==> config.mk <==
export PLATFORM = sky130hd
export DESIGN_NAME = xtl_out
export DESIGN_NICKNAME = d
export VERILOG_FILES = /design/src/sv/assert_macros.svh /design/src/sv/xtl_pkg.sv /design/src/sv/xtl_out.sv
export SDC_FILE = /design/constraint.sdc
export NUM_CORES = 1
export LEC_CHECK = 0
export CAP_MARGIN = 20
export CORE_ASPECT_RATIO = 1.4
export CORE_UTILIZATION = 55
export DETAILED_ROUTE_END_ITERATION = 6
export DONT_BUFFER_PORTS = 1
export PLACE_DENSITY = 0.78
export SLEW_MARGIN = 20
export SYNTH_ARGS = -nofsm -noshare
export SYNTH_HDL_FRONTEND = slang
export SYNTH_SLANG_ARGS = --single-unit
==> constraint.sdc <==
create_clock -name clk -period 9.5 [get_ports clk]
set_input_delay 2.375 -clock clk [delete_from_list [all_inputs] [get_ports clk]]
set_output_delay 2.375 -clock clk [all_outputs]
set_load 0.02 [all_outputs]
==> src/sv/assert_macros.svh <==
// Assertion macros used by the top level of the XYZ to L*a*b* converter.
// Depends on nothing; the user supplies clk and rst_n in scope.
`ifndef ASSERT_MACROS_SVH
`define ASSERT_MACROS_SVH

// Condition in this cycle implies consequence in the same cycle.
`define XTL_ASSERT_IMP(lbl, ante, cons, msg) \
  lbl: assert property (@(posedge clk) disable iff (!rst_n) (ante) |-> (cons)) else $error(msg);

// Condition in this cycle implies consequence in the next cycle.
`define XTL_ASSERT_NXT(lbl, ante, cons, msg) \
  lbl: assert property (@(posedge clk) disable iff (!rst_n) (ante) |=> (cons)) else $error(msg);

`endif

==> src/sv/xtl_pkg.sv <==
// Package for the XYZ to L*a*b* converter: types, fixed-point constants, latencies.
// Depends on nothing.
`default_nettype none

package xtl_pkg;

  typedef logic [17:0] ratio_t;   // unsigned Q2.16 ratio
  typedef logic [20:0] f_t;       // unsigned Q1.20 value of f(r)

  // Control that travels with each item through the pipeline.
  typedef struct packed {
    logic valid;
    logic batch_end;
  } ctl_t;

  // Configuration register indexes.
  typedef enum logic [1:0] {
    REG_WHITE_X = 2'd0,
    REG_WHITE_Z = 2'd1
  } cfg_reg_t;

  localparam ratio_t    WHITE_X_RST = 18'd62290;
  localparam ratio_t    WHITE_Z_RST = 18'd71357;
  localparam ratio_t    RATIO_MAX   = 18'h3FFFF;
  localparam ratio_t    THRESH      = 18'd581;
  localparam logic [28:0] SLOPE     = 29'd510329;
  localparam f_t        OFFS        = 21'd144631;
  localparam logic [16:0] L_GAIN    = 17'd76022;
  localparam logic signed [18:0] L_OFFS = 19'sd10486;
  localparam logic signed [18:0] L_MAX  = 19'sd131071;
  localparam logic signed [20:0] AB_MIN = -21'sd524288;
  localparam logic signed [20:0] AB_MAX = 21'sd524287;

  // Pipeline depths of the three parts.
  localparam int DivLat  = 10;
  localparam int CbrtLat = 22;
  localparam int OutLat  = 2;
  localparam int Latency = DivLat + CbrtLat + OutLat;

endpackage

`default_nettype wire

==> src/sv/xtl_out.sv <==
// Output stages: L* gain and offset, a* and b* scaled differences, clamping.
// Depends on xtl_pkg.
`default_nettype none

module xtl_out (
  input  logic                clk,
  input  logic                rst_n,
  input  xtl_pkg::ctl_t       ctl_i,
  input  xtl_pkg::f_t         f_x,
  input  xtl_pkg::f_t         f_y,
  input  xtl_pkg::f_t         f_z,
  output xtl_pkg::ctl_t       ctl_o,
  output logic [16:0]         lightness,
  output logic signed [19:0]  a_star,
  output logic signed [19:0]  b_star
);
  import xtl_pkg::*;

  logic [37:0]         prod_r;
  logic signed [21:0]  da_r;
  logic signed [21:0]  db_r;
  ctl_t                ctl_a_r;
  ctl_t                ctl_b_r;
  logic [16:0]         l_r;
  logic signed [19:0]  a_r;
  logic signed [19:0]  b_r;
  logic [16:0]         l_nxt;
  logic signed [19:0]  a_nxt;
  logic signed [19:0]  b_nxt;

  // Scale a difference by 5/16 or by 2/16, round and clamp to the signed output range.
  function automatic logic signed [19:0] scale_diff(logic signed [21:0] d, logic by_five);
    logic signed [24:0] t;
    logic signed [20:0] q;
    t = (25'(d) <<< 2) + 25'(d) + 25'sd8;
    if (!by_five) begin
      t = (25'(d) <<< 1) + 25'sd8;
    end
    q = 21'(t >>> 4);
    if (q < AB_MIN) begin
      scale_diff = AB_MIN[19:0];
    end else if (q > AB_MAX) begin
      scale_diff = AB_MAX[19:0];
    end else begin
      scale_diff = q[19:0];
    end
  endfunction

  // Lightness from the registered product, a* and b* from the registered differences.
  always_comb begin
    logic [37:0]        rnd;
    logic signed [18:0] lv;
    rnd = prod_r + 38'd524288;
    lv  = $signed({1'b0, rnd[37:20]}) - L_OFFS;
    if (lv < 0) begin
      l_nxt = '0;
    end else if (lv > L_MAX) begin
      l_nxt = L_MAX[16:0];
    end else begin
      l_nxt = lv[16:0];
    end
    a_nxt = scale_diff(da_r, 1'b1);
    b_nxt = scale_diff(db_r, 1'b0);
  end

  // Stage A holds the product and differences, stage B the results.
  always_ff @(posedge clk) begin
    prod_r <= 38'(f_y) * 38'(L_GAIN);
    da_r   <= $signed({1'b0, f_x}) - $signed({1'b0, f_y});
    db_r   <= $signed({1'b0, f_y}) - $signed({1'b0, f_z});
    l_r    <= l_nxt;
    a_r    <= a_nxt;
    b_r    <= b_nxt;
    ctl_a_r.batch_end <= ctl_i.batch_end;
    ctl_b_r.batch_end <= ctl_a_r.batch_end;
    if (!rst_n) begin
      ctl_a_r.valid <= 1'b0;
      ctl_b_r.valid <= 1'b0;
    end else begin
      ctl_a_r.valid <= ctl_i.valid;
      ctl_b_r.valid <= ctl_a_r.valid;
    end
  end

  assign ctl_o     = ctl_b_r;
  assign lightness = l_r;
  assign a_star    = a_r;
  assign b_star    = b_r;

endmodule

`default_nettype wire

==> out/qor.yml <==
outcome: "finished clean"
fin_crit_ps: 7790
grt_pass1_wl_um: 45700
syn_inst: 1347
syn_nets: 1767
first_iter_violations: 272
nFillCells: 1977
grt_pass1_vias: 9666
core_area_um2: 22600
grt_start_max_net_pins: 21
ys_seq_elements: 122
critPathKind: "input pin to register"
clockRootBuffer: "clkbuf_16"
design_area_um2: 13600
maxCapViolations: 0
synthArstFlopShare_pct: 0
dpl-instance-area_um2: 13000
io_pins: 126
clkLatencyLatePin_ps: 420
cts.sinks: 122
clk_transition_reported_paths_ps: 60
wl_per_cell_um: 16.6
fp.dieH_um: 182
syn_to_final_growth_pct: 7.05
dp_hpwl_um: 23800
cts_hold_buf: 0
dr.pass1.iters: 7
synth_top_cell_by_area: "ha_1"
die_area_um2: 23700
dp.cells: 1633
finalPower_mw: 4.84
drcViolationCount: 0
fin_util_pct: 60.0
min_path_type: "register to register"
place_congestion: 0.935
final_nets: 1771
tns_ps: 0
track_usage_pct: 25.3
ctsLongestPathBuffers: 2
ir_drop_v: 0.000221
yosysSeqAreaShare_pct: 19.3
post_cts_resized: 0
tightestPinTransition_ps: 887
initial_core_util_pct: 56.0
end_kind: "register"
yosysMostFrequentCell: "inv_1"
vias_per_cell: 5.44
cp_max_fo: 5
cts_tree: "yes"
cp_data_arrival_time_ps: 8140
layoutNonFillerInstCount: 1666
maxSlewViolCount: 0
hold_viol_final: 0
drtAntennaViolNets: 0
cts_buffers: 17
synth_edf_count: 0
drive_gt1_share_pct: 4.03
start_kind: "input pin"
port_buffers: 0
relSlewSlack_pct: 40.3
power.leakage_nw: 6.78
vias: 9068
pwr_density_cell_nw_per_um2: 357
drt_wl_total_um: 27700
syn_area_per_cell_um2: 9.41
pre_cts_ws_ps: 1320
setup_viol: 0
antenna_found_initial: 1
grt_overflow: 0
finClkSkew_ps: 9.25
yosys-top-cells-count: "279 x inv_1, 231 x ha_1, 122 x dfxtp_1, 122 x fa_1, 73 x xnor2_1"
netlist_area_um2: 12700
synth_flop_cell: "dfxtp_1"
synthDistinctLibCells: 73
grt_setup_unrepaired: "false"
die_w_um: 130
fin_crit_sh_pct: 82.0
fmax_mhz: 128
hold_ws_ps: 334
ys_warn_count: 0
critPathRequiredTime_ps: 9850
num_rows: 65
synth_top_area_share_pct: 22.8
ys_top_cells_by_area: "ha_1 23%, dfxtp_1 19%, fa_1 19%"
cts_setup_buffers: 0
htreeDepth: 4
finalWorstSetupSlack_ps: 1710
-- cell families (layout without fill, tap and decap cells) --
group / after synthesis / after routing / share of synthesized area, %
compound gates: 208 / 208 / 11.0
fa+ha+maj: 372 / 372 / 43.6
xor+xnor: 108 / 108 / 7.47
buf+inv: 297 / 314 / 9.10
other cells: 0 / 1 / 0
simple gates: 238 / 238 / 9.41
mux: 2 / 2 / 0.188
flops: 122 / 122 / 19.3
-- worst max-delay path: stages --
cell and delay [ps]:
inv_1 260, fa_1 510, fa_1 540, inv_1 40, ha_1 290, fa_1 470
fa_1 540, inv_1 50, fa_1 520, inv_1 40, ha_1 320, o21ai_0 170
a21oi_1 80, nand2_1 70, o211ai_1 120, a21oi_1 390, o21ai_0 250, a31oi_1 340
o21ai_0 190, o41ai_1 370, xnor2_1 160
-- power by group --
| part | total (mW) | leakage [nW] | internal (mW) | switching (mW) |
|---|---|---|---|---|
| clock | 0.646 | 0.283 | 0.402 | 0.244 |
| sequential | 1.02 | 1.03 | 0.743 | 0.274 |
| combinational | 3.18 | 5.47 | 1.41 | 1.77 |
-- layout make-up --
class	instances	area, µm²	area share, %
Sequential cell	122	2440	18.0
Multi-Input combinational cell	928	9070	66.9
Clock buffer	20	457	3.37
Tap cell	301	377	2.78
Inverter	279	1050	7.72
Antenna cell	1	2.50	0.0185
Clock inverter	12	140	1.03
Timing Repair Buffer	3	22.5	0.166
-- placed cells by master (no fill, tap or decap), types with 5 or more instances in the layout --
master and n:
inv_1 279, ha_1 231, fa_1 122, dfxtp_1 122, xnor2_1 73, nor2_1 63
a21oi_1 61, nand2_1 54, o21ai_0 36, xor2_1 35, nand3_1 27, maj3_1 19
a21o_1 17, clkbuf_16 17, nand4_1 15, nor3_1 15, nand2b_1 11, a211oi_1 9
o21a_1 9, and2_1 8, or3_1 8, o21ai_1 8, o211ai_1 7, o21bai_1 7
a31oi_1 7, nor4_1 6, nor2b_1 5, or2_2 5, and3_1 5
-- worst paths after layout --
check,end,slack (ps),startpoint,cells past startpoint
worst max-delay path,prod_r[37]$_DFF_P_,1710,f_y[11],21
worst min-delay path,ctl_o[0]$_DFF_P_,330,ctl_a_r[0]$_DFF_P_,0
worst max register to register,a_star[11]$_SDFF_PP0_,5500,da_r[3]$_DFF_P_,15
worst min register to register,ctl_o[0]$_DFF_P_,330,ctl_a_r[0]$_DFF_P_,0
-- flip-flops by register name, indices dropped and copies added (netlist names) --
| signal | flops |
|---|---|
| b_star | 20 |
| ctl_a_r | 2 |
| ctl_o | 2 |
| da_r | 22 |
| lightness | 17 |
| prod_r | 19 |
| a_star | 20 |
| db_r | 20 |
-- metal layers --
metal | GRT usage, % | wire [µm] | part of all wire, % | vias up
li1 | - | - | - | 4452
met1 | 25.1 | 10200 | 37 | 4352
met2 | 48.5 | 15300 | 55 | 200
met3 | 4.83 | 1040 | 3.7 | 64
met4 | 12.6 | 1170 | 4.2 | 0
met5 | 0 | 0 | 0 | -
Power figures use the tool's default switching activity.
