<file path="src/sv/assert_macros.svh">
// Assertion macros used by the top level of the XYZ to L*a*b* converter.
// Depends on nothing; the user supplies clk and rst_n in scope.
`ifndef ASSERT_MACROS_SVH
`define ASSERT_MACROS_SVH

// Condition in this cycle implies consequence in the same cycle.
`define XTL_ASSERT_IMP(lbl, ante, cons, msg) \
  lbl: assert property (@(posedge clk) disable iff (!rst_n) (ante) |-> (cons)) else $error(msg);

// Condition in this cycle implies consequence in the next cycle.
`define XTL_ASSERT_NXT(lbl, ante, cons, msg) \
  lbl: assert property (@(posedge clk) disable iff (!rst_n) (ante) |=> (cons)) else $error(msg);

`endif

</file>
<file path="src/sv/xtl_pkg.sv">
// Package for the XYZ to L*a*b* converter: types, fixed-point constants, latencies.
// Depends on nothing.
`default_nettype none

package xtl_pkg;

  typedef logic [17:0] ratio_t;   // unsigned Q2.16 ratio
  typedef logic [20:0] f_t;       // unsigned Q1.20 value of f(r)

  // Control that travels with each item through the pipeline.
  typedef struct packed {
    logic valid;
    logic batch_end;
  } ctl_t;

  // Configuration register indexes.
  typedef enum logic [1:0] {
    REG_WHITE_X = 2'd0,
    REG_WHITE_Z = 2'd1
  } cfg_reg_t;

  localparam ratio_t    WHITE_X_RST = 18'd62290;
  localparam ratio_t    WHITE_Z_RST = 18'd71357;
  localparam ratio_t    RATIO_MAX   = 18'h3FFFF;
  localparam ratio_t    THRESH      = 18'd581;
  localparam logic [28:0] SLOPE     = 29'd510329;
  localparam f_t        OFFS        = 21'd144631;
  localparam logic [16:0] L_GAIN    = 17'd76022;
  localparam logic signed [18:0] L_OFFS = 19'sd10486;
  localparam logic signed [18:0] L_MAX  = 19'sd131071;
  localparam logic signed [20:0] AB_MIN = -21'sd524288;
  localparam logic signed [20:0] AB_MAX = 21'sd524287;

  // Pipeline depths of the three parts.
  localparam int DivLat  = 10;
  localparam int CbrtLat = 22;
  localparam int OutLat  = 2;
  localparam int Latency = DivLat + CbrtLat + OutLat;

endpackage

`default_nettype wire

</file>
<file path="src/sv/xtl_div.sv">
// Pipelined restoring divider for the X and Z ratios, two quotient bits per stage.
// Depends on xtl_pkg. Carries Y and the item control alongside.
`default_nettype none

module xtl_div (
  input  logic            clk,
  input  logic            rst_n,
  input  xtl_pkg::ctl_t   ctl_i,
  input  xtl_pkg::ratio_t num_x,
  input  xtl_pkg::ratio_t num_z,
  input  xtl_pkg::ratio_t den_x,
  input  xtl_pkg::ratio_t den_z,
  input  xtl_pkg::ratio_t y_i,
  output xtl_pkg::ctl_t   ctl_o,
  output xtl_pkg::ratio_t q_x,
  output xtl_pkg::ratio_t q_z,
  output xtl_pkg::ratio_t y_o
);
  import xtl_pkg::*;

  // One compare-and-subtract step; returns {quotient bit, new remainder}.
  function automatic logic [18:0] div_step(ratio_t rem, logic dbit, ratio_t den);
    logic [18:0] t;
    logic [18:0] d;
    t = {rem, dbit};
    d = {1'b0, den};
    if (t >= d) begin
      div_step = {1'b1, 18'(t - d)};
    end else begin
      div_step = {1'b0, t[17:0]};
    end
  endfunction

  ratio_t      num_l [2];
  ratio_t      den_l [2];
  ratio_t      rem_r [2][DivLat];
  ratio_t      q_r   [2][DivLat];
  logic        sat_r [2][DivLat];
  logic [1:0]  lo_r  [2][DivLat];
  ratio_t      rem_nxt [2][DivLat];
  ratio_t      q_nxt   [2][DivLat];
  ratio_t      y_r   [DivLat];
  ctl_t        ctl_r [DivLat];

  assign num_l[0] = num_x;
  assign num_l[1] = num_z;
  assign den_l[0] = den_x;
  assign den_l[1] = den_z;

  // Two division steps per stage on each lane.
  always_comb begin
    logic [17:0] dvd;
    logic [18:0] s0;
    logic [18:0] s1;
    for (int l = 0; l < 2; l++) begin
      rem_nxt[l][0] = {2'b00, num_l[l][17:2]};
      q_nxt[l][0]   = '0;
      for (int k = 1; k < DivLat; k++) begin
        dvd = {lo_r[l][k-1], 16'h0000};
        s0  = div_step(rem_r[l][k-1], dvd[19-2*k], den_l[l]);
        s1  = div_step(s0[17:0], dvd[18-2*k], den_l[l]);
        rem_nxt[l][k] = s1[17:0];
        q_nxt[l][k]   = q_r[l][k-1];
        q_nxt[l][k][19-2*k] = s0[18];
        q_nxt[l][k][18-2*k] = s1[18];
      end
    end
  end

  // Stage registers; stage zero also flags ratios of four or more and a zero divisor.
  always_ff @(posedge clk) begin
    for (int l = 0; l < 2; l++) begin
      sat_r[l][0] <= (den_l[l] == '0) || ({2'b00, num_l[l]} >= {den_l[l], 2'b00});
      lo_r[l][0]  <= num_l[l][1:0];
      for (int k = 0; k < DivLat; k++) begin
        rem_r[l][k] <= rem_nxt[l][k];
        q_r[l][k]   <= q_nxt[l][k];
      end
      for (int k = 1; k < DivLat; k++) begin
        sat_r[l][k] <= sat_r[l][k-1];
        lo_r[l][k]  <= lo_r[l][k-1];
      end
    end
    y_r[0]               <= y_i;
    ctl_r[0].batch_end   <= ctl_i.batch_end;
    for (int k = 1; k < DivLat; k++) begin
      y_r[k]             <= y_r[k-1];
      ctl_r[k].batch_end <= ctl_r[k-1].batch_end;
    end
    if (!rst_n) begin
      for (int k = 0; k < DivLat; k++) begin
        ctl_r[k].valid <= 1'b0;
      end
    end else begin
      ctl_r[0].valid <= ctl_i.valid;
      for (int k = 1; k < DivLat; k++) begin
        ctl_r[k].valid <= ctl_r[k-1].valid;
      end
    end
  end

  assign q_x   = sat_r[0][DivLat-1] ? RATIO_MAX : q_r[0][DivLat-1];
  assign q_z   = sat_r[1][DivLat-1] ? RATIO_MAX : q_r[1][DivLat-1];
  assign y_o   = y_r[DivLat-1];
  assign ctl_o = ctl_r[DivLat-1];

endmodule

`default_nettype wire

</file>
<file path="config.mk">
export PLATFORM = sky130hd
export DESIGN_NAME = xtl_div
export DESIGN_NICKNAME = d
export VERILOG_FILES = /design/src/sv/assert_macros.svh /design/src/sv/xtl_pkg.sv /design/src/sv/xtl_div.sv
export SDC_FILE = /design/constraint.sdc
export NUM_CORES = 2
export LEC_CHECK = 0
export ABC_CLOCK_PERIOD_IN_PS = 5700
export BUFFER_PORTS_ARGS = -buffer_cell sky130_fd_sc_hd__buf_2
export CAP_MARGIN = 20
export CORE_MARGIN = 3
export CORE_UTILIZATION = 49
export DETAILED_ROUTE_END_ITERATION = 6
export GPL_TIMING_DRIVEN = 0
export PLACE_DENSITY = 0.75
export SYNTH_ARGS = -nofsm -noshare
export SYNTH_HDL_FRONTEND = slang
export SYNTH_SLANG_ARGS = --single-unit
export TNS_END_PERCENT = 20
</file>
<file path="constraint.sdc">
create_clock -name clk -period 5.7 [get_ports clk]
set_input_delay 0 -clock clk [delete_from_list [all_inputs] [get_ports clk]]
set_output_delay 0 -clock clk [all_outputs]
set_load 0.03 [all_outputs]
</file>
==> summary.md <==
| Metric | Value |
|---|---|
| Status | `finished clean` |
| EDFF count, synth | `0` |
| Drt pass-1 iters | `5` |
| I/O pins | `150` |
| Area delta synth->final | `16.3%` |
| Post-DP HPWL | `approximately 100 mm` |
| Via/cell ratio | `5.94` |
| Clock Path Buffers | `3` |
| Syn Inst Count | `5,657` |
| Max Cap Viol | `0` |
| Hold Path Origin | `den_x[0]` |
| Final Skew | `32.7 ps` |
| Max-slew violation count | `0` |
| Final wirelength | `approximately 140 mm` |
| DR iter-0 viols | `3,003` |
| H-tree depth | `3` |
| Non-Filler Instances | `7,497` |
| Class of the worst hold path | `in -> reg` |
| Mapped Area | `50,300 um2` |
| DRC viols | `0` |
| RePlAce Congestion | `0.906` |
| Synth cell count leaders | `724 x dfxtp_1, 662 x ha_1, 495 x a21oi_1` |
| Hold WS | `15.1 ps` |
| First-pass GRT wire length | `223 mm` |
| Die W | `326 um` |
| FF-to-FF setup slack | `~160 ps` |
| CTS tree | `done` |
| Total CTS buffers | `approximately 80` |
| Root buf cell | `clkbuf_16` |
| Synth cell types | `99` |
| Max_slew headroom | `18.1%` |
| Critical Path AT | `roughly 6000 ps` |
| Row Count | `approximately 120` |
| Final setup vio count | `0` |
| Most numerous cell in the Yosys netlist | `dfxtp_1` |
| Gr usage total | `25.6%` |
| Final Cycle Share | `98.2%` |
| Worst Setup Start Kind | `input pin` |
| Initial antenna violation count | `0` |
| Hold EP | `rem_r[0][144]` |
| Min Tclk post-route | `5600 ps` |
| Crit Path Category | `in -> reg` |
| RSZ-0062 raised after global routing | `yes` |
| Register area share after synthesis | `28.8%` |
| Top-area cell type share of the netlist area | `slightly below 30%` |
| Post-layout util | `between 50% and 60%` |
| Vias in the first global route | `42,600` |
| Synth warn | `0` |
| Hold Path Depth | `3` |
| Final Hold Fails | `0` |
| NumNets Final | `6,853` |
| Synth Area per Inst | `8.89 um2` |
| Syn Nets | `6,433` |
| Clk pin slew, worst setup/hold paths | `60 ps` |
| Reg2reg start | `rem_r[0][54]` |
| Antenna diode count | `0` |
| Core area | `101,000 um2` |
| Largest cells by area after synthesis | `dfxtp_1 29%, ha_1 16%, mux2_2 7.7%` |
| Crit. End Element | `flip-flop` |
| Congestion Overflow GR | `0` |
| Main synth FF type | `dfxtp_1` |
| Drt wl/cell | `19.0 um` |
| Die Span Y | `326 um` |
| Die area | `roughly 110,000 um2` |
| Routed via count | `44,500` |
| Share of layout cells above drive strength 1 | `15.7%` |
| Detail Route Antenna Nets | `0` |
| Worst Path Max Fanout | `19` |
| Initial Utilization | `roughly half` |
| Fmax | `about 180 MHz` |
| Port bufs | `149` |
| Pin count of the biggest net entering global routing | `29` |
| Synth async-reset ratio | `0%` |
| Clock sinks | `slightly above 700` |
| Clk_lat worst skew | `660 ps` |
| R2R Path End | `rem_r[0][52]` |
| #FFs+latches synth | `between 700 and 800` |
| Yosys top cell by area | `dfxtp_1` |
| Worst slew pin tran | `1230 ps` |
| Placed Cells | `7,187` |
| CP required | `6250 ps` |
| FF-to-FF path depth | `21` |
## per-layer routing
layer,share of wire (%),GRT usage (%)
met1,44,33.8
met2,44,41.1
met3,7.2,4.53
met4,4.5,10.8
met5,0,0
## logic make-up after synthesis
group,share of synthesized area [%]
adder cells (fa/ha/maj),17.3
multiplexers,8.52
flip-flops,28.8
XOR/XNOR,7.87
AND/OR/NAND/NOR,14.0
AO/OA/AOI/OAI,21.0
buffers and inverters,2.46
## state kept, by name (all words and copies together), names as in the netlist
name,count
rem_r,320
q_r,180
y_r,180
ctl_r,20
sat_r,20
lo_r,4
## final cells by class
cell class	count	area, um2
Buffer	95	571
Clock buffer	109	2250
Clock inverter	38	543
Fill cell	8615	42400
Inverter	216	826
Multi-Input combinational cell	4621	35100
Sequential cell	724	14500
Tap cell	1357	1700
Timing Repair Buffer	336	2940
Timing Repair inverter	1	7.51
## critical path: stages
cell      delay [ps]
buf_2            110
inv_1            880
ha_1             450
o21a_1           200
o31a_1           140
o41a_1           430
a21bo_2          260
nor4_2           220
o21a_1           180
buf_6            130
buf_12           120
mux2_2           340
ha_1             350
nand2_1          110
o21ai_1           80
or4_4            450
a221oi_4         330
o21ai_2          110
o41ai_2          280
buf_4            170
mux2_2           330
a2111o_1         360
o21a_1           120
## metrics by stage
step	TNS, ps	area [um2]	setup slack [ps]
2_1_floorplan	-49.1	50400	-49.1
3_3_place_gp	-450120	52800	-2020
3_5_place_dp	-409850	53500	-2100
4_1_cts	-187	57800	-187
5_1_grt	-770	58500	-97.5
6_report	0	58500	103
## what timing repair did
item                                    in CTS  in global routing
endpoints found under the hold margin       74                  0
pin swaps                                    7                 22
cloned                                       1                  0
endpoints found under the setup margin     294                262
buffers inserted                            18                 33
hold buffers                               111                  0
gates resized for setup                     71                120
## layout by cell type, fill, tap and decap left out, types with 22 or more instances in the layout
cell           count
a211o_1           25
a211oi_1          48
a21o_1           201
a21oi_1          483
a31oi_1           52
and2_1            43
and3_1            38
buf_16            24
buf_2            162
buf_4             61
clkbuf_1          48
clkbuf_16         83
dfxtp_1          721
dlygate4sd3_1    111
ha_1             651
inv_1            201
mux2_2           343
mux2i_1           23
nand2_1          341
nand2b_1          66
nand3_1           81
nand4_1           76
nor2_1           454
nor2b_1           73
nor3_1           114
nor4_1            22
o211ai_1          36
o21a_1            96
o21ai_0          326
o21bai_1          53
o31a_1            26
o31ai_1           33
or2_2             65
or3_1             32
xnor2_1          306
xor2_1           144
## worst max-delay path by stage
| stage | start | to | slack, ps | cells after the start |
|---|---|---|---|---|
| 6_report | den_x[2] | rem_r[0][52] | 100 | 23 |
| 5_1_grt | rem_r[1][47] | rem_r[1][31] | -100 | 21 |
| 4_1_cts | rem_r[0][54] | rem_r[0][52] | -190 | 21 |
| 3_5_place_dp | den_z[1] | rem_r[1][107] | -2100 | 25 |
| 3_3_place_gp | den_z[1] | rem_r[1][101] | -2020 | 25 |
| 2_1_floorplan | den_x[1] | rem_r[0][52] | -50 | 22 |
Power is not shown: default switching activity piles up to over one toggle a cycle in this logic, so the estimate is an artifact.
